`src/hdl/tse_pkg.sv`:
```
`timescale 1ns / 1ps
`default_nettype none
// Package for the TLS server name extractor: parse phases, constants,
// and the structs for one payload byte and one result. No dependencies.
package tse_pkg;

    // Parse phase of the ClientHello walker.
    typedef enum logic [3:0] {
        PH_REC       = 4'd0,
        PH_HS        = 4'd1,
        PH_FIXED     = 4'd2,
        PH_SID       = 4'd3,
        PH_CSLEN     = 4'd4,
        PH_CS        = 4'd5,
        PH_COMPLEN   = 4'd6,
        PH_COMP      = 4'd7,
        PH_EXTLEN    = 4'd8,
        PH_EXTHDR    = 4'd9,
        PH_EXTSKIP   = 4'd10,
        PH_LISTLEN   = 4'd11,
        PH_ENTRYHDR  = 4'd12,
        PH_ENTRYSKIP = 4'd13,
        PH_NAME      = 4'd14,
        PH_STOP      = 4'd15
    } t_phase;

    localparam logic [7:0]  TLS_HANDSHAKE    = 8'd22;
    localparam logic [7:0]  HS_CLIENT_HELLO  = 8'd1;
    localparam logic [15:0] SERVER_NAME_EXT  = 16'h0000;
    localparam logic [7:0]  HOST_NAME_TYPE   = 8'd0;
    // Version and random, plus one for the session id length byte.
    localparam logic [15:0] FIXED_SKIP       = 16'd35;
    localparam logic [7:0]  MAX_NAME_RESET   = 8'd255;

    // One payload byte as it enters the block.
    typedef struct packed {
        logic [7:0]  data_byte;
        logic [15:0] payload_length;
        logic        first_byte;
    } t_item;

    // One result.
    typedef struct packed {
        logic [7:0] name_byte;
        logic       byte_valid;
        logic       last;
        logic       found;
    } t_result;

endpackage
`default_nettype wire

```
`src/hdl/tse_if.sv`:
```
`timescale 1ns / 1ps
`default_nettype none
// Valid/ready channel interfaces for payload bytes in and results out.
// Depends on nothing else.
interface tse_in_if;
    logic        valid;
    logic        ready;
    logic [7:0]  data_byte;
    logic [15:0] payload_length;
    logic        first_byte;

    modport source (output valid, data_byte, payload_length, first_byte, input ready);
    modport sink   (input valid, data_byte, payload_length, first_byte, output ready);
endinterface

interface tse_out_if;
    logic       valid;
    logic       ready;
    logic [7:0] name_byte;
    logic       byte_valid;
    logic       last;
    logic       found;

    modport source (output valid, name_byte, byte_valid, last, found, input ready);
    modport sink   (input valid, name_byte, byte_valid, last, found, output ready);
endinterface
`default_nettype wire

```
`src/hdl/tse_in_reg.sv`:
```
`timescale 1ns / 1ps
`default_nettype none
// Input register: holds one accepted payload byte until the parser takes it.
// Depends on tse_pkg.
module tse_in_reg
    import tse_pkg::*;
(
    input  wire logic  i_clk,
    input  wire logic  i_rst_n,
    input  wire logic  i_valid,
    input  wire t_item i_item,
    input  wire logic  i_adv,
    output logic       o_ready,
    output logic       o_valid,
    output t_item      o_item
);

    logic  r_valid;
    t_item r_item;

    // Room when empty or when the held byte moves on this cycle.
    assign o_ready = !r_valid || i_adv;
    assign o_valid = r_valid;
    assign o_item  = r_item;

    always_ff @(posedge i_clk) begin
        if (!i_rst_n) begin
            r_valid <= 1'b0;
        end else if (o_ready) begin
            r_valid <= i_valid;
        end
    end

    // Payload needs no reset.
    always_ff @(posedge i_clk) begin
        if (o_ready && i_valid) begin
            r_item <= i_item;
        end
    end

endmodule
`default_nettype wire

```
`src/hdl/tse_parser.sv`:
```
`timescale 1ns / 1ps
`default_nettype none
// ClientHello walker: parse state, the name length limit register, and the
// one-byte step that yields at most one result. Depends on tse_pkg.
module tse_parser
    import tse_pkg::*;
(
    input  wire logic       i_clk,
    input  wire logic       i_rst_n,
    input  wire logic       i_cfg_wr_en,
    input  wire logic [7:0] i_cfg_wr_data,
    input  wire logic       i_step,
    input  wire t_item      i_item,
    output logic            o_res_valid,
    output t_result         o_res
);

    logic [7:0]  r_max_name;
    logic [15:0] r_pos;
    t_phase      r_phase;
    logic [16:0] r_rec_end;
    logic [23:0] r_hs_rem;
    logic [15:0] r_skip;
    logic [7:0]  r_len_hi;
    logic [16:0] r_ext_end;
    logic [16:0] r_cur_ext_end;
    logic [15:0] r_name_rem;
    logic        r_finished;

    logic [15:0] n_pos;
    t_phase      n_phase;
    logic [16:0] n_rec_end;
    logic [23:0] n_hs_rem;
    logic [15:0] n_skip;
    logic [7:0]  n_len_hi;
    logic [16:0] n_ext_end;
    logic [16:0] n_cur_ext_end;
    logic [15:0] n_name_rem;
    logic        n_finished;

    // State as seen by this byte: a first byte restarts the parser.
    logic [15:0] c_pos;
    t_phase      c_phase;
    logic [16:0] c_rec_end;
    logic [23:0] c_hs_rem;
    logic [15:0] c_skip;
    logic [7:0]  c_len_hi;
    logic [16:0] c_ext_end;
    logic [16:0] c_cur_ext_end;
    logic [15:0] c_name_rem;
    logic        c_finished;

    logic [7:0]  b;
    logic [16:0] plen;
    logic [16:0] np;
    logic [15:0] len16;
    logic [16:0] np_len;
    logic [15:0] skip_dec;
    logic [23:0] hs_full;
    logic [23:0] hr;
    logic [15:0] name_cnt;
    logic [15:0] name_dec;
    logic        name_last;

    assign b     = i_item.data_byte;
    assign plen  = {1'b0, i_item.payload_length};

    always_comb begin
        if (i_item.first_byte) begin
            c_pos = '0; c_phase = PH_REC; c_rec_end = '0; c_hs_rem = '0;
            c_skip = '0; c_len_hi = '0; c_ext_end = '0; c_cur_ext_end = '0;
            c_name_rem = '0; c_finished = 1'b0;
        end else begin
            c_pos = r_pos; c_phase = r_phase; c_rec_end = r_rec_end;
            c_hs_rem = r_hs_rem; c_skip = r_skip; c_len_hi = r_len_hi;
            c_ext_end = r_ext_end; c_cur_ext_end = r_cur_ext_end;
            c_name_rem = r_name_rem; c_finished = r_finished;
        end
    end

    assign np       = {1'b0, c_pos} + 17'd1;
    assign len16    = {c_len_hi, b};
    assign np_len   = np + {1'b0, len16};
    assign skip_dec = (c_skip != 16'd0) ? c_skip - 16'd1 : c_skip;
    assign hs_full  = c_hs_rem | {16'd0, b};
    assign name_cnt = (len16 < {8'd0, r_max_name}) ? len16 : {8'd0, r_max_name};
    assign name_dec = (c_name_rem != 16'd0) ? c_name_rem - 16'd1 : c_name_rem;
    assign name_last = (name_dec == 16'd0) || (np == plen);

    // Handshake body counter after this byte's decrement.
    always_comb begin
        hr = c_hs_rem;
        if (c_phase >= PH_FIXED && c_phase <= PH_EXTLEN && c_hs_rem != 24'd0) begin
            hr = c_hs_rem - 24'd1;
        end
    end

    // One parser step.
    always_comb begin
        n_pos = (c_pos != 16'hFFFF) ? c_pos + 16'd1 : c_pos;
        n_phase = c_phase; n_rec_end = c_rec_end; n_hs_rem = c_hs_rem;
        n_skip = c_skip; n_len_hi = c_len_hi; n_ext_end = c_ext_end;
        n_cur_ext_end = c_cur_ext_end; n_name_rem = c_name_rem;
        n_finished = c_finished;
        o_res_valid = 1'b0;
        o_res = '0;

        if ({1'b0, c_pos} < plen && !c_finished) begin
            n_hs_rem = hr;
            unique case (c_phase)
                PH_REC: begin
                    if (c_pos == 16'd0 && b != TLS_HANDSHAKE) begin
                        n_phase = PH_STOP;
                    end else if (c_pos == 16'd3) begin
                        n_len_hi = b;
                    end else if (c_pos == 16'd4) begin
                        if ({1'b0, len16} + 17'd5 > plen || len16 < 16'd4) begin
                            n_phase = PH_STOP;
                        end else begin
                            n_rec_end = {1'b0, len16} + 17'd5;
                            n_phase = PH_HS;
                        end
                    end
                end
                PH_HS: begin
                    if (c_pos == 16'd5 && b != HS_CLIENT_HELLO) begin
                        n_phase = PH_STOP;
                    end else if (c_pos == 16'd6) begin
                        n_hs_rem = {b, 16'd0};
                    end else if (c_pos == 16'd7) begin
                        n_hs_rem = c_hs_rem | {8'd0, b, 8'd0};
                    end else if (c_pos == 16'd8) begin
                        n_hs_rem = hs_full;
                        if ({1'b0, hs_full} + 25'd4 > {8'd0, c_rec_end - 17'd5}
                                || hs_full < {8'd0, FIXED_SKIP}) begin
                            n_phase = PH_STOP;
                        end else begin
                            n_phase = PH_FIXED;
                            n_skip = FIXED_SKIP;
                        end
                    end
                end
                PH_FIXED: begin
                    n_skip = skip_dec;
                    if (skip_dec == 16'd0) begin
                        if (hr < {16'd0, b}) begin
                            n_phase = PH_STOP;
                        end else if (b == 8'd0) begin
                            n_phase = (hr < 24'd2) ? PH_STOP : PH_CSLEN;
                            n_skip = (hr < 24'd2) ? skip_dec : 16'd0;
                        end else begin
                            n_phase = PH_SID;
                            n_skip = {8'd0, b};
                        end
                    end
                end
                PH_SID, PH_CS, PH_COMP: begin
                    n_skip = skip_dec;
                    if (skip_dec == 16'd0) begin
                        priority if (c_phase == PH_SID) begin
                            n_phase = (hr < 24'd2) ? PH_STOP : PH_CSLEN;
                        end else if (c_phase == PH_CS) begin
                            n_phase = (hr < 24'd1) ? PH_STOP : PH_COMPLEN;
                        end else begin
                            n_phase = (hr < 24'd2) ? PH_STOP : PH_EXTLEN;
                        end
                    end
                end
                PH_CSLEN: begin
                    if (c_skip == 16'd0) begin
                        n_len_hi = b;
                        n_skip = 16'd1;
                    end else if (hr < {8'd0, len16}) begin
                        n_phase = PH_STOP;
                    end else if (len16 == 16'd0) begin
                        if (hr < 24'd1) begin
                            n_phase = PH_STOP;
                        end else begin
                            n_phase = PH_COMPLEN;
                            n_skip = 16'd0;
                        end
                    end else begin
                        n_phase = PH_CS;
                        n_skip = len16;
                    end
                end
                PH_COMPLEN: begin
                    if (hr < {16'd0, b}) begin
                        n_phase = PH_STOP;
                    end else if (b == 8'd0) begin
                        if (hr < 24'd2) begin
                            n_phase = PH_STOP;
                        end else begin
                            n_phase = PH_EXTLEN;
                            n_skip = 16'd0;
                        end
                    end else begin
                        n_phase = PH_COMP;
                        n_skip = {8'd0, b};
                    end
                end
                PH_EXTLEN: begin
                    if (c_skip == 16'd0) begin
                        n_len_hi = b;
                        n_skip = 16'd1;
                    end else if (hr < {8'd0, len16}) begin
                        n_phase = PH_STOP;
                    end else begin
                        n_ext_end = np_len;
                        if (np + 17'd4 > np_len) begin
                            n_phase = PH_STOP;
                        end else begin
                            n_phase = PH_EXTHDR;
                            n_skip = 16'd0;
                        end
                    end
                end
                PH_EXTHDR: begin
                    if (c_skip == 16'd0 || c_skip == 16'd2) begin
                        n_len_hi = b;
                        n_skip = c_skip + 16'd1;
                    end else if (c_skip == 16'd1) begin
                        n_name_rem = len16;
                        n_skip = 16'd2;
                    end else if (np_len > c_ext_end) begin
                        n_phase = PH_STOP;
                    end else if (c_name_rem == SERVER_NAME_EXT) begin
                        if (len16 < 16'd2) begin
                            n_phase = PH_STOP;
                        end else begin
                            n_cur_ext_end = np_len;
                            n_phase = PH_LISTLEN;
                            n_skip = 16'd0;
                        end
                    end else if (len16 == 16'd0) begin
                        if (np + 17'd4 > c_ext_end) begin
                            n_phase = PH_STOP;
                        end else begin
                            n_phase = PH_EXTHDR;
                            n_skip = 16'd0;
                        end
                    end else begin
                        n_phase = PH_EXTSKIP;
                        n_skip = len16;
                    end
                end
                PH_EXTSKIP: begin
                    n_skip = skip_dec;
                    if (skip_dec == 16'd0) begin
                        if (np + 17'd4 > c_ext_end) begin
                            n_phase = PH_STOP;
                        end else begin
                            n_phase = PH_EXTHDR;
                        end
                    end
                end
                PH_LISTLEN: begin
                    n_skip = c_skip + 16'd1;
                    if (c_skip + 16'd1 >= 16'd2) begin
                        if (np + 17'd3 > c_cur_ext_end) begin
                            n_phase = PH_STOP;
                        end else begin
                            n_phase = PH_ENTRYHDR;
                            n_skip = 16'd0;
                        end
                    end
                end
                PH_ENTRYHDR: begin
                    if (c_skip == 16'd0) begin
                        n_name_rem = {8'd0, b};
                        n_skip = 16'd1;
                    end else if (c_skip == 16'd1) begin
                        n_len_hi = b;
                        n_skip = 16'd2;
                    end else if (np_len > c_cur_ext_end) begin
                        n_phase = PH_STOP;
                    end else if (c_name_rem == {8'd0, HOST_NAME_TYPE}) begin
                        if (name_cnt == 16'd0) begin
                            // Empty host name: one found result without a byte.
                            o_res_valid = 1'b1;
                            o_res.last = 1'b1;
                            o_res.found = 1'b1;
                            n_finished = 1'b1;
                            n_phase = PH_STOP;
                        end else begin
                            n_name_rem = name_cnt;
                            n_phase = PH_NAME;
                        end
                    end else if (len16 == 16'd0) begin
                        if (np + 17'd3 > c_cur_ext_end) begin
                            n_phase = PH_STOP;
                        end else begin
                            n_phase = PH_ENTRYHDR;
                            n_skip = 16'd0;
                        end
                    end else begin
                        n_phase = PH_ENTRYSKIP;
                        n_skip = len16;
                    end
                end
                PH_ENTRYSKIP: begin
                    n_skip = skip_dec;
                    if (skip_dec == 16'd0) begin
                        if (np + 17'd3 > c_cur_ext_end) begin
                            n_phase = PH_STOP;
                        end else begin
                            n_phase = PH_ENTRYHDR;
                        end
                    end
                end
                PH_NAME: begin
                    n_name_rem = name_dec;
                    o_res_valid = 1'b1;
                    o_res.name_byte = b;
                    o_res.byte_valid = 1'b1;
                    o_res.last = name_last;
                    o_res.found = 1'b1;
                    if (name_last) begin
                        n_finished = 1'b1;
                        n_phase = PH_STOP;
                    end
                end
                PH_STOP: begin
                end
                default: begin
                end
            endcase

            // Final payload byte with nothing found.
            if (!o_res_valid && np == plen) begin
                o_res_valid = 1'b1;
                o_res.last = 1'b1;
                n_finished = 1'b1;
                n_phase = PH_STOP;
            end
        end
    end

    // Name length limit register.
    always_ff @(posedge i_clk) begin
        if (!i_rst_n) begin
            r_max_name <= MAX_NAME_RESET;
        end else if (i_cfg_wr_en) begin
            r_max_name <= i_cfg_wr_data;
        end
    end

    // Parse state, advanced once per byte.
    always_ff @(posedge i_clk) begin
        if (!i_rst_n) begin
            r_pos <= '0; r_phase <= PH_REC; r_rec_end <= '0; r_hs_rem <= '0;
            r_skip <= '0; r_len_hi <= '0; r_ext_end <= '0; r_cur_ext_end <= '0;
            r_name_rem <= '0; r_finished <= 1'b0;
        end else if (i_step) begin
            r_pos <= n_pos; r_phase <= n_phase; r_rec_end <= n_rec_end;
            r_hs_rem <= n_hs_rem; r_skip <= n_skip; r_len_hi <= n_len_hi;
            r_ext_end <= n_ext_end; r_cur_ext_end <= n_cur_ext_end;
            r_name_rem <= n_name_rem; r_finished <= n_finished;
        end
    end

endmodule
`default_nettype wire

```
`src/hdl/tse_out_reg.sv`:
```
`timescale 1ns / 1ps
`default_nettype none
// Result register: holds one result until the sink takes it.
// Depends on tse_pkg.
module tse_out_reg
    import tse_pkg::*;
(
    input  wire logic    i_clk,
    input  wire logic    i_rst_n,
    input  wire logic    i_load,
    input  wire t_result i_res,
    input  wire logic    i_ready,
    output logic         o_valid,
    output t_result      o_res,
    output logic         o_can_take
);

    logic    r_valid;
    t_result r_res;

    // Free when empty or when the held result leaves this cycle.
    assign o_can_take = !r_valid || i_ready;
    assign o_valid    = r_valid;
    assign o_res      = r_res;

    always_ff @(posedge i_clk) begin
        if (!i_rst_n) begin
            r_valid <= 1'b0;
        end else if (i_load) begin
            r_valid <= 1'b1;
        end else if (i_ready) begin
            r_valid <= 1'b0;
        end
    end

    always_ff @(posedge i_clk) begin
        if (i_load) begin
            r_res <= i_res;
        end
    end

endmodule
`default_nettype wire

```
`src/hdl/tls_sni_extractor_unit.sv`:
```
`timescale 1ns / 1ps
`default_nettype none
// TLS server name extractor. Takes a TCP payload one byte per request and
// walks a ClientHello to the first host_name entry of the server_name
// extension, streaming that name out (cut to the configured length) with
// the last byte marked, or one not-found result on the final payload byte.
// A new byte is taken every clock cycle while the result register has
// room; each byte passes an input register, a combinational parser step
// and then a result register, which holds any result that the byte yields.
// Depends on tse_pkg, tse_if, tse_in_reg, tse_parser, tse_out_reg.
module tls_sni_extractor_unit
    import tse_pkg::*;
(
    input  wire logic       i_clk,
    input  wire logic       i_rst_n,
    input  wire logic       i_cfg_wr_en,
    input  wire logic [7:0] i_cfg_wr_data,
    tse_in_if.sink          i_in,
    tse_out_if.source       o_out
);

    t_item   in_item;
    t_item   held_item;
    logic    held_valid;
    logic    in_ready;
    logic    step;
    logic    out_can_take;
    logic    res_valid;
    t_result res;
    t_result out_res;
    logic    out_valid;

    assign in_item.data_byte      = i_in.data_byte;
    assign in_item.payload_length = i_in.payload_length;
    assign in_item.first_byte     = i_in.first_byte;
    assign i_in.ready             = in_ready;

    // The held byte steps the parser when the result register has room.
    assign step = held_valid && out_can_take;

    tse_in_reg u_in_reg (
        .i_clk   (i_clk),
        .i_rst_n (i_rst_n),
        .i_valid (i_in.valid),
        .i_item  (in_item),
        .i_adv   (step),
        .o_ready (in_ready),
        .o_valid (held_valid),
        .o_item  (held_item)
    );

    tse_parser u_parser (
        .i_clk         (i_clk),
        .i_rst_n       (i_rst_n),
        .i_cfg_wr_en   (i_cfg_wr_en),
        .i_cfg_wr_data (i_cfg_wr_data),
        .i_step        (step),
        .i_item        (held_item),
        .o_res_valid   (res_valid),
        .o_res         (res)
    );

    tse_out_reg u_out_reg (
        .i_clk      (i_clk),
        .i_rst_n    (i_rst_n),
        .i_load     (step && res_valid),
        .i_res      (res),
        .i_ready    (o_out.ready),
        .o_valid    (out_valid),
        .o_res      (out_res),
        .o_can_take (out_can_take)
    );

    assign o_out.valid      = out_valid;
    assign o_out.name_byte  = out_res.name_byte;
    assign o_out.byte_valid = out_res.byte_valid;
    assign o_out.last       = out_res.last;
    assign o_out.found      = out_res.found;

endmodule
`default_nettype wire
```
`src/flat_wrapper.sv`:
```
// flat-port wrapper written by rule: the top's interface ports become plain ports
module tls_sni_extractor_unit_flat import tse_pkg::*;
  (i_clk, i_rst_n, i_cfg_wr_en, i_cfg_wr_data, i_in_valid, i_in_data_byte, i_in_payload_length, i_in_first_byte, i_in_ready, o_out_valid, o_out_name_byte, o_out_byte_valid, o_out_last, o_out_found, o_out_ready);
  tse_in_if i_in_i ();
  tse_out_if o_out_i ();
  input  wire logic i_clk;
  input  wire logic i_rst_n;
  input  wire logic i_cfg_wr_en;
  input  wire logic [7:0] i_cfg_wr_data;
  input wire logic [$bits(i_in_i.valid)-1:0] i_in_valid;
  input wire logic [$bits(i_in_i.data_byte)-1:0] i_in_data_byte;
  input wire logic [$bits(i_in_i.payload_length)-1:0] i_in_payload_length;
  input wire logic [$bits(i_in_i.first_byte)-1:0] i_in_first_byte;
  output wire logic [$bits(i_in_i.ready)-1:0] i_in_ready;
  output wire logic [$bits(o_out_i.valid)-1:0] o_out_valid;
  output wire logic [$bits(o_out_i.name_byte)-1:0] o_out_name_byte;
  output wire logic [$bits(o_out_i.byte_valid)-1:0] o_out_byte_valid;
  output wire logic [$bits(o_out_i.last)-1:0] o_out_last;
  output wire logic [$bits(o_out_i.found)-1:0] o_out_found;
  input wire logic [$bits(o_out_i.ready)-1:0] o_out_ready;
  assign i_in_i.valid = i_in_valid;
  assign i_in_i.data_byte = i_in_data_byte;
  assign i_in_i.payload_length = i_in_payload_length;
  assign i_in_i.first_byte = i_in_first_byte;
  assign i_in_ready = i_in_i.ready;
  assign o_out_valid = o_out_i.valid;
  assign o_out_name_byte = o_out_i.name_byte;
  assign o_out_byte_valid = o_out_i.byte_valid;
  assign o_out_last = o_out_i.last;
  assign o_out_found = o_out_i.found;
  assign o_out_i.ready = o_out_ready;
  tls_sni_extractor_unit u_core (.i_clk(i_clk), .i_rst_n(i_rst_n), .i_cfg_wr_en(i_cfg_wr_en), .i_cfg_wr_data(i_cfg_wr_data), .i_in(i_in_i), .o_out(o_out_i));
endmodule
```
`config.mk`:
```
export PLATFORM = sky130hd
export DESIGN_NAME = tls_sni_extractor_unit_flat
export DESIGN_NICKNAME = d
export VERILOG_FILES = /design/src/hdl/tse_pkg.sv /design/src/hdl/tse_if.sv /design/src/hdl/tse_in_reg.sv /design/src/hdl/tse_parser.sv /design/src/hdl/tse_out_reg.sv /design/src/hdl/tls_sni_extractor_unit.sv /design/src/flat_wrapper.sv
export SDC_FILE = /design/constraint.sdc
export NUM_CORES = 1
export LEC_CHECK = 0
export ABC_AREA = 1
export BUFFER_PORTS_ARGS = -buffer_cell sky130_fd_sc_hd__buf_2
export CORE_ASPECT_RATIO = 1.2
export CORE_UTILIZATION = 40
export CTS_BUF_LIST = sky130_fd_sc_hd__clkbuf_8
export CTS_CLUSTER_DIAMETER = 150
export CTS_CLUSTER_SIZE = 24
export DETAILED_ROUTE_END_ITERATION = 10
export PLACE_DENSITY = 0.55
export SETUP_SLACK_MARGIN = 0.05
export SLEW_MARGIN = 25
export SYNTH_ARGS = -nofsm -noshare
export SYNTH_HDL_FRONTEND = slang
export SYNTH_HIERARCHICAL = 1
export SYNTH_SLANG_ARGS = --single-unit
export TNS_END_PERCENT = 5
```
`constraint.sdc`:
```
create_clock -name i_clk -period 5.78 [get_ports i_clk]
set_input_delay 0.867 -clock i_clk [delete_from_list [all_inputs] [get_ports i_clk]]
set_output_delay 0.867 -clock i_clk [all_outputs]
set_load 0.1 [all_outputs]
```
# After elaboration in Yosys (flattened, before gate mapping)
# Cells that the tools add are included.
[totals]
ff_bits = 182
inputBits = 38
elab_cells = 281
[op_classes]
add_sub_neg = 12
magnitude_cmp = 19
n_eq_ne = 26
mux = 166
bitwise = 2
reduce_logical = 36
[ops]
columns = ["cell", "n"]
rows = [
  ["two-way mux 16 bit", 50],
  ["two-way mux 17 bit", 20],
  ["two-way mux 24 bit", 8],
  ["two-way mux 4 bit", 40],
  ["case mux 16 bit (9 select lines)", 1],
  ["logical NOT 16 bit", 7],
  ["greater-than comparator 17 bit", 5],
  ["== test 16 x 3 -> 1 bit, second input constant", 4],
  ["two-way mux 8 bit", 8],
  ["case mux 4 bit (13 select lines)", 1],
  ["case mux 16 bit (3 select lines)", 1],
  ["adder 16 x 1 -> 16 bit, second input constant", 2],
  ["== test 16 x 2 -> 1 bit, second input constant", 2],
  ["case mux 8 bit (4 select lines)", 1],
  ["nonzero test 16 bit", 2],
  ["subtractor 16 x 1 -> 16 bit, second input constant", 2],
  ["== test 4 bit, second input constant", 7],
  ["adder 24 x 3 -> 25 bit, second input constant", 1],
  ["greater-than comparator 25 x 17 -> 1 bit", 1],
  ["< comparator 24 x 1 -> 1 bit, second input constant", 1],
  ["< comparator 24 x 16 -> 1 bit", 1],
  ["< comparator 24 x 2 -> 1 bit, second input constant", 1],
  ["< comparator 24 x 6 -> 1 bit, second input constant", 1],
  ["< comparator 24 x 8 -> 1 bit", 1],
  ["42 further kinds", 93],
]

# Depth between registers and ports, before layout
# Gate-level depths: netlist of run 1.
[depth]
ltp_word = 17
ltp_mapped = 42
ltp_nobuf = 39

# Modules after synthesis
# The synthesis of run 1 kept the hierarchy.
[by_module_without_submodules]
columns = ["module", "n_inst", "cells_each", "area_each_um2"]
rows = [
  ["tse_parser", 1, 3831, 21808.4],
  ["tse_in_reg", 1, 32, 802.0],
  ["tse_out_reg", 1, 17, 376.6],
  ["tls_sni_extractor_unit", 1, 4, 17.5],
]

# Worst setup path before layout of run 1
# OpenSTA, ideal clock, no wires.
[synth_timing]
path_kind = "register -> register"
from = "register u_core.u_in_reg.r_item, in the netlist u_core/u_in_reg/o_item[0]"
to = "register u_core.u_out_reg.r_res, in the netlist u_core/u_out_reg/o_res[0] (enable)"
t_arrival_ns = 4.939
path_slack_ns = 0.479
stages_incl_launch_ff = 37
synth_period_minus_slack_ns = 5.301
path_cell_list = "edfxtp_1 buf_6 buf_6 buf_6 nor2_1 ha_1 inv_1 nor2_2 nand2_1 nand2_1 nand2_1 inv_1 ha_1 nand2_1 nor3_1 nand2_1 o211ai_1 nand3_1 nand3_1 nand2_1 a21oi_1 or2_2 xnor2_1 ha_1 nand3_1 inv_1 nand2_1 nand2_1 nand2_2 nand3_1 nand2_1 inv_1 nor2_1 nor2_1 inv_1 inv_1 nor2_2"
[synth_via]
elab_chain_len = 16
elab_cells_between_ends = 34
cone_classes = "add/sub (2); order compare (3); eq/ne (4); mux (17); reduce/logical (8)"
[synth_lines]
columns = ["element", "line_no", "text"]
rows = [
  ["start: declaration", "tse_in_reg.sv:19", "t_item r_item;"],
  ["start signal: assignment", "tse_in_reg.sv:37", "r_item <= i_item;"],
  ["parallel branches: the longest is 14 deep, another holds adder 16 x 1 -> 17 bit", "-", ""],
  ["two-way mux 1 bit (*)", "tse_parser.sv:108", "if ({1'b0, c_pos} < plen && !c_finished) begin"],
  ["named net u_core.res_valid", "tls_sni_extractor_unit.sv:28", "logic res_valid;"],
  ["logical AND 1 bit (*)", "tls_sni_extractor_unit.sv:66", ".i_load (step && res_valid),"],
  ["end signal: assignment", "tse_out_reg.sv:38", "r_res <= i_res;"],
  ["end: declaration", "tse_out_reg.sv:19", "t_result r_res;"],
]
# Mark *: on every way through the listed nets, which the timed path passes. The select of a mux whose other input is x is not followed.
# A chain may end at the register's enable or synchronous reset.

# Worst setup path after layout of run 1
[layout_timing]
from = "register u_core.u_in_reg.r_item, in the netlist u_core/u_in_reg/o_item[0]"
to = "register u_core.u_parser.r_skip[2]"
[layout_via]
elab_chain_len = 12
elab_cells_between_ends = 107
cone_classes = "add/sub (9); order compare (16); eq/ne (19); mux (48); bitwise (1); reduce/logical (14)"
[layout_lines]
columns = ["element", "line_no", "text"]
rows = [
  ["two-way mux 16 bit, or another cell as far along", "tse_parser.sv:69", "if (i_item.first_byte) begin"],
  ["adder 16 x 1 -> 17 bit, or another cell as far along", "tse_parser.sv:81", "assign np = {1'b0, c_pos} + 17'd1;"],
  ["adder 17 x 2 -> 17 bit, or another cell as far along", "tse_parser.sv:260, tse_parser.sv:290", ""],
  ["greater-than comparator 17 bit, or another cell as far along", "tse_parser.sv:260, tse_parser.sv:290", ""],
  ["two-way mux 16 bit, or another cell as far along", "tse_parser.sv:290", "if (np + 17'd3 > c_cur_ext_end) begin"],
  ["two-way mux 16 bit, or another cell as far along", "tse_parser.sv:289", "end else if (len16 == 16'd0) begin"],
  ["two-way mux 16 bit, on equally long branches (4 in a row)", "-", ""],
  ["case mux 16 bit (9 select lines)", "tse_parser.sv:110", "unique case (c_phase)"],
  ["two-way mux 16 bit (*)", "tse_parser.sv:108", ""],
  ["end signal: assignment", "tse_parser.sv:356", "r_hs_rem <= n_hs_rem; r_skip <= n_skip; r_len_hi <= n_len_hi;"],
  ["end: declaration", "tse_parser.sv:23", "logic [15:0] r_skip;"],
]
# Mark *: on every way between the ends. The rest lies on a longest branch, timed or not.

==> results of run 1 <==
==> state kept, by name, indices dropped and copies added (netlist names), 4 cells and up <==
register,count
u_core/u_in_reg/o_item,25
u_core/u_out_reg/o_res,11
u_core/u_parser/r_cur_ext_end,17
u_core/u_parser/r_ext_end,17
u_core/u_parser/r_hs_rem,24
u_core/u_parser/r_len_hi,8
u_core/u_parser/r_max_name,8
u_core/u_parser/r_name_rem,16
u_core/u_parser/r_phase,4
u_core/u_parser/r_pos,16
u_core/u_parser/r_rec_end,17
u_core/u_parser/r_skip,16
==> worst max-delay path by stage <==
stage	startpoint	endpoint	slack, ns	cells past startpoint
2_1_floorplan	u_core/u_in_reg/o_item[0]	u_core/u_out_reg/o_res[0]	0.48	36
3_3_place_gp	u_core/u_in_reg/o_item[0]	u_core/u_parser/r_skip[7]	-0.09	31
3_5_place_dp	u_core/u_in_reg/o_item[0]	u_core/u_parser/r_skip[7]	-0.14	31
4_1_cts	u_core/u_in_reg/o_item[0]	u_core/u_out_reg/o_res[4]	0.05	31
5_1_grt	u_core/u_in_reg/o_item[0]	u_core/u_parser/r_skip[2]	-0.006	34
6_report	u_core/u_in_reg/o_item[0]	u_core/u_parser/r_skip[2]	0.35	31
==> power groups by stage <==
stage | clock, mW | combinational [mW] | sequential (mW)
6_report | 1.03 | 2.87 | 1.42
2_1_floorplan | 0 | 1.88 | 1.41
5_1_grt | 1.11 | 3.12 | 1.42
3_3_place_gp | 0 | 2.74 | 1.44
4_1_cts | 1.08 | 2.74 | 1.42
3_5_place_dp | 0 | 2.72 | 1.44
==> cell usage in the layout, fill, tap and decap left out, types with 53 or more instances in the layout <==
cell,count
sky130_fd_sc_hd__xor2_1,122
sky130_fd_sc_hd__ha_1,174
sky130_fd_sc_hd__dfxtp_1,146
sky130_fd_sc_hd__nor2_1,389
sky130_fd_sc_hd__nor3_1,54
sky130_fd_sc_hd__a21oi_1,374
sky130_fd_sc_hd__nand2_1,975
sky130_fd_sc_hd__nand3_1,254
sky130_fd_sc_hd__nand4_1,82
sky130_fd_sc_hd__inv_1,398
sky130_fd_sc_hd__o211ai_1,53
sky130_fd_sc_hd__buf_4,149
sky130_fd_sc_hd__o21ai_0,282
==> layout make-up <==
class                      instances  share of cell area
sequential                       182               0.158
inverter                         455              0.0683
timing repair buffer             206              0.0590
multi-input combinational       3086               0.662
clock inverter                    15             0.00718
antenna                            2            0.000198
tap                              727              0.0360
clock buffer                      17             0.00926
==> stage by stage <==
step | setup TNS, ns | utilization | area, um^2
floorplan | 0 | - | 23000
global placement | -0.461 | 0.436 | 24600
detailed placement | -0.700 | 0.436 | 24600
CTS | 0 | 0.443 | 25000
global route | -0.00588 | 0.448 | 25300
finish | 0 | 0.448 | 25300
==> logic make-up (layout without fill, tap and decap cells) <==
logic type,after synthesis,after routing,share of synthesized area
xor+xnor,133,133,0.0510
compound gates,885,885,0.215
flops,182,182,0.174
other cells,0,2,0
simple gates,1890,1891,0.356
fa+ha+maj,177,177,0.0966
buf+inv,617,693,0.108
==> metal layers <==
metal  up-vias  part of all wire  track usage
li1      13153                 -            -
met1     12495              0.42        0.435
met2      1199              0.45        0.555
met3       249             0.075       0.0518
met4         6             0.058        0.198
met5         -           0.00034            0
==> timing repair <==
action	4_1_cts	5_1_grt
resized for setup	2	45
buffers inserted	0	5
setup endpoints to repair	17	57
gates cloned	0	1
endpoints found under the hold margin	0	0
pin swaps	0	6
==> flow_summary.yaml, run 1 <==
status:
  run_status: "finished, final reports clean"
power:
  peakVddDrop_mv: 0.163
  share_of_total_power_in_combinational_logic: 0.539
  pwr-share-clk: 0.194
  switching_share: 0.520
  power_density_nw_per_um2: 210
  internal_power_mw: 2.55
  total_power_mw: 5.32
  power.net_switching_mw: 2.77
  p_leak_nw: 12.0
  pwr-share-seq: 0.267
timing:
  grt_setup_unrepaired: "yes"
  clock-skew-final_ns: 0.0219
  hold_viol: 0
  setup_ws_ns: 0.347
  max_slew.worst_pin.slew_ns: 1.01
  worst_slew_margin: 0.328
  setup_viol: 0
  finalMaxSlewViolations: 0
  fin_crit_sh: 0.940
  max_clock_freq_mhz: 184
  finalCriticalPeriod_ns: 5.43
  final.hold.worst_slack_ns: 0.421
yosys:
  synth.most_common_cell: "sky130_fd_sc_hd__nand2_1"
  synth_top_cells_by_area: "sky130_fd_sc_hd__nand2_1 (16%), sky130_fd_sc_hd__dfxtp_1 (13%), sky130_fd_sc_hd__ha_1 (9.6%)"
  synthesis.nets: 4099
  ys_flop_type: "sky130_fd_sc_hd__dfxtp_1"
  post-synth-top-area-cell: "sky130_fd_sc_hd__nand2_1"
  async_reset_ff_frac: 0
  synth_sequential_area_ratio: 0.174
  area_share_of_the_largest_cell_type_after_synthesis: 0.160
  yosys_register_bits: 182
  synth.top_cells.by_count: "sky130_fd_sc_hd__nand2_1 (979), sky130_fd_sc_hd__inv_1 (403), sky130_fd_sc_hd__nor2_1 (396)"
  number_of_synthesized_flops_with_an_enable_pin: 36
  syn-cell-area_um2: 23000
  yosys_warnings: 6
  yosysUniqueCellTypes: 67
  synth.avg_cell_area_um2: 5.92
  synthesized_netlist_cell_count: 3884
worst_hold_path:
  whs_endpoint: "u_core/u_in_reg/o_item[20]"
  hold_path.class: "input pin to register"
  origin_of_the_worst_min_delay_path: "i_in_data_byte[3]"
  min_delay_path_depth: 1
place:
  placedCellCount: 4650
  place_congestion: 0.985
  dp.final_hpwl_um: 77100
  place.port_buffers: 50
  placement.setup.worst_slack_ns: -0.139
finish:
  layout.filler_cells: 6304
  final_cells: 4690
  areaGrowthSynthToFinish_pct: 9.84
  final_net_count: 4163
  multiInputGateArea_um2: 16700
  ff_latch_area_um2: 4000
  final_layout_size_suffix_gt1_frac: 0.104
clock_network:
  cts.htree.levels: 4
  clkTransAtPathRegs_ns: 0.12
  cts_buffer_count: 17
  tritoncts_sinks: 182
  tritoncts: "done"
  ctsHoldBuffers: 0
  ctsLongestPathBuffers: 2
  clk_root_buffer_cell: "sky130_fd_sc_hd__clkbuf_8"
  clk-insertion-delay-late_ns: 0.61
grt:
  global_route_wire_length_before_repair_um: 154000
  grt.overflow.total: 0
  grt_util_all_layers: 0.344
  grt_antenna_before_repair: 5
  grt_start_max_net_pins: 118
  number_of_global_route_vias_before_repair: 25286
route:
  totalWireLength_um: 102000
  drt.antenna.violating_nets: 0
  dr.pass1.iters: 6
  detailroute.via_count: 27102
  route.detailed.drc: 0
  route.detailed.wl_per_inst_um: 21.7
  avgViaCountPerCell: 5.78
  drt_iter0_markers: 2803
critical_path:
  worst-setup-path-type: "register to register"
  critPathMostFrequentCell: "sky130_fd_sc_hd__nand2_1"
  slowest_delay_ns: 0.49
  critical_path.slowest_cell: "sky130_fd_sc_hd__edfxtp_1"
  crit_family: "simple AND/OR/NAND/NOR gates"
  timing.critical_path.to_type: "register"
  regToRegEndpoint: "u_core/u_parser/r_skip[2]"
  r2r_start: "u_core/u_in_reg/o_item[0]"
  required_ns: 6.26
  crit_fanout: 8
  start_kind: "register"
  worst-r2r-cell-count: 31
  timing.critical_path.buf_inv: 4
  setup.reg_to_reg.worst_slack_ns: 0.35
  worst_ep_arrival_time_ns: 5.91
die:
  cell_row_count: 95
  initial_utilization: 0.407
  floorplan.io_pins: 51
  design.die.area_um2: 58500
  die_width_um: 221
  dieHeight_um: 265
  design.core.area_um2: 56500
job:
  timing.max_cap.violations: 0
(Power assumes the default switching activity.)
==> inputs of run 2 (changes only) <==
--- a/config.mk
+++ b/config.mk
@@ -5,7 +5,6 @@
 export SDC_FILE = /design/constraint.sdc
 export NUM_CORES = 1
 export LEC_CHECK = 0
-export ABC_AREA = 1
 export BUFFER_PORTS_ARGS = -buffer_cell sky130_fd_sc_hd__buf_2
 export CORE_ASPECT_RATIO = 1.2
 export CORE_UTILIZATION = 40
==> flow_summary.yaml, run 2 <==
clock_network:
  clkTransAtPathRegs_ns: 0.11
  tritoncts_sinks: 182
  cts_buffer_count: 17
  tritoncts: "done"
  ctsHoldBuffers: 0
  ctsLongestPathBuffers: 2
  cts.htree.levels: 4
  clk-insertion-delay-late_ns: 0.61
  clk_root_buffer_cell: "sky130_fd_sc_hd__clkbuf_8"
place:
  placement.setup.worst_slack_ns: -0.420
  place.port_buffers: 50
  place_congestion: 1.01
  dp.final_hpwl_um: 79900
  dpl-instance-area_um2: 24100
critical_path:
  worst-setup-path-type: "register to register"
  critical_path.slowest_cell: "sky130_fd_sc_hd__edfxtp_1"
  worst_ep_arrival_time_ns: 6.37
  timing.critical_path.to_type: "register"
  crit_fanout: 6
  start_kind: "register"
  timing.critical_path.buf_inv: 4
  crit_family: "compound AO/OA/AOI/OAI gates"
  required_ns: 6.29
  critPathMostFrequentCell: "sky130_fd_sc_hd__buf_6"
  slowest_delay_ns: 0.54
  timing.critical_path.cells: "buf_6, nand4b_1, o21a_1, or2_2, ha_1, nor4_2, o21ai_1, a41o_1, a21o_1, buf_6, a311oi_4, xnor2_2, ha_4, buf_6, a311o_1, maj3_2, a2111o_1, a21oi_4, nor3b_4, buf_6, mux2i_1, nand2_1, a311oi_1"
grt:
  grt_util_all_layers: 0.381
  grt_antenna_before_repair: 6
  global_route_wire_length_before_repair_um: 151000
  number_of_global_route_vias_before_repair: 23593
  grt_start_max_net_pins: 61
  grt.overflow.total: 0
route:
  route.detailed.wl_per_inst_um: 27.2
  detailroute.via_count: 24541
  totalWireLength_um: 104000
  drt_iter0_markers: 2627
  drt.antenna.violating_nets: 0
  dr.pass1.iters: 8
  avgViaCountPerCell: 6.44
  route.detailed.drc: 0
yosys:
  ys_flop_type: "sky130_fd_sc_hd__dfxtp_1"
  synth.avg_cell_area_um2: 7.40
  async_reset_ff_frac: 0
  synthesis.nets: 3036
  yosysUniqueCellTypes: 125
  synth_top_cells_by_area: "sky130_fd_sc_hd__dfxtp_1 (14%), sky130_fd_sc_hd__ha_1 (11%), sky130_fd_sc_hd__nand2_1 (5.6%)"
  synth.most_common_cell: "sky130_fd_sc_hd__nand2_1"
  yosys_warnings: 6
  area_share_of_the_largest_cell_type_after_synthesis: 0.140
  yosys_register_bits: 182
  synth.top_cells.by_count: "sky130_fd_sc_hd__nand2_1 (309), sky130_fd_sc_hd__nor2_1 (286), sky130_fd_sc_hd__a21oi_1 (188)"
  synth_sequential_area_ratio: 0.192
  synthesized_netlist_cell_count: 2821
  post-synth-top-area-cell: "sky130_fd_sc_hd__dfxtp_1"
  number_of_synthesized_flops_with_an_enable_pin: 36
  syn-cell-area_um2: 20900
timing:
  final.hold.worst_slack_ns: 0.440
  worst_slew_margin: 0.285
  finalCriticalPeriod_ns: 5.86
  setup_ws_ns: -0.0849
  clock-skew-final_ns: 0.0226
  max_slew.worst_pin.slew_ns: 1.07
  grt_setup_unrepaired: "yes"
  finalMaxSlewViolations: 0
  hold_viol: 0
  fin_crit_sh: 1.01
  setup_viol: 23
  max_clock_freq_mhz: 171
power:
  power_density_nw_per_um2: 149
  pwr-share-clk: 0.238
  peakVddDrop_mv: 0.159
  switching_share: 0.420
  pwr-share-seq: 0.360
  p_leak_nw: 10.2
  total_power_mw: 3.80
  power.net_switching_mw: 1.59
  internal_power_mw: 2.20
  share_of_total_power_in_combinational_logic: 0.402
job:
  timing.max_cap.violations: 0
finish:
  post-route-cell-area_um2: 25400
  areaGrowthSynthToFinish_pct: 21.8
  most_frequent_standard_cell_in_the_layout_excluding_fill_and_tap_cells: "sky130_fd_sc_hd__buf_4"
  layout.filler_cells: 5233
  final_net_count: 3315
  multiInputGateArea_um2: 16400
  final_layout_size_suffix_gt1_frac: 0.217
  number_of_flip_flops_in_the_largest_register: 25
  most-common-layout-cells: "sky130_fd_sc_hd__buf_4 (360), sky130_fd_sc_hd__nand2_1 (299), sky130_fd_sc_hd__nor2_1 (284)"
  ff_latch_area_um2: 4000
die:
  floorplan.io_pins: 51
  design.die.area_um2: 53100
  dieHeight_um: 252
  die_width_um: 210
  initial_utilization: 0.405
  design.core.area_um2: 51500
  cell_row_count: 91
status:
  run_status: "complete, but fails checks"
  violations: "negative setup slack"
worst_hold_path:
  hold_path.class: "input pin to register"
[run 2: path summary, 6_finish.rpt]
kind	depth (start not counted)	startpoint	slack, ns	endpoint
min reg2reg	2	u_core/u_parser/r_cur_ext_end[0]	0.48	u_core/u_parser/r_cur_ext_end[0]
max reg2reg	23	u_core/u_in_reg/o_item[0]	-0.08	u_core/u_parser/r_name_rem[0]
max	23	u_core/u_in_reg/o_item[0]	-0.08	u_core/u_parser/r_name_rem[0]
min	1	i_in_payload_length[10]	0.44	u_core/u_in_reg/o_item[11]
[run 2: cells by family after synthesis]
| logic type | synth area share |
|---|---|
| AND/OR/NAND/NOR | 0.256 |
| AO/OA/AOI/OAI | 0.297 |
| buffers and inverters | 0.0582 |
| flip-flops | 0.192 |
| adder cells (fa/ha/maj) | 0.108 |
| XOR/XNOR | 0.0735 |
| multiplexers | 0.0155 |
[run 2: through the flow]
step	cells	util	setup TNS (ns)
after floorplan	2821	-	-38.97
after global placement	3752	0.468	-10.07
after detailed placement	3752	0.468	-17.94
after CTS	3790	0.480	-3.98
after global routing	3812	0.494	-9.75
final	3813	0.494	-0.870
[run 2: layout make-up]
class                   instances  share of cell area
multi-input cells            2346               0.647
inverters                     120              0.0181
clock buffers                  17             0.00921
well taps                     697              0.0343
clock inverters                15             0.00458
repair buffers                433               0.129
flip-flops and latches        182               0.158
diodes                          3            0.000295
[run 2: layer usage]
layer / vias to the layer above / share of wire / global-route usage
li1: 11075 / - / -
met1: 11857 / 0.39 / 0.462
met2: 1275 / 0.46 / 0.619
met3: 332 / 0.077 / 0.0616
met4: 2 / 0.074 / 0.261
met5: - / 0.00013 / 0
[run 2: power groups by stage]
stage | Combinational (mW) | Clock [mW] | Sequential (mW)
2_1_floorplan | 0.802 | 0 | 1.37
3_3_place_gp | 1.36 | 0 | 1.39
3_5_place_dp | 1.37 | 0 | 1.39
4_1_cts | 1.40 | 0.935 | 1.37
5_1_grt | 1.60 | 0.967 | 1.37
6_report | 1.52 | 0.904 | 1.37
[run 2: repair_timing]
item	CTS	global route
endpoints found under the setup margin	63	80
gates resized for setup	45	109
pin swaps	39	60
cloned	1	4
setup buffers	5	16
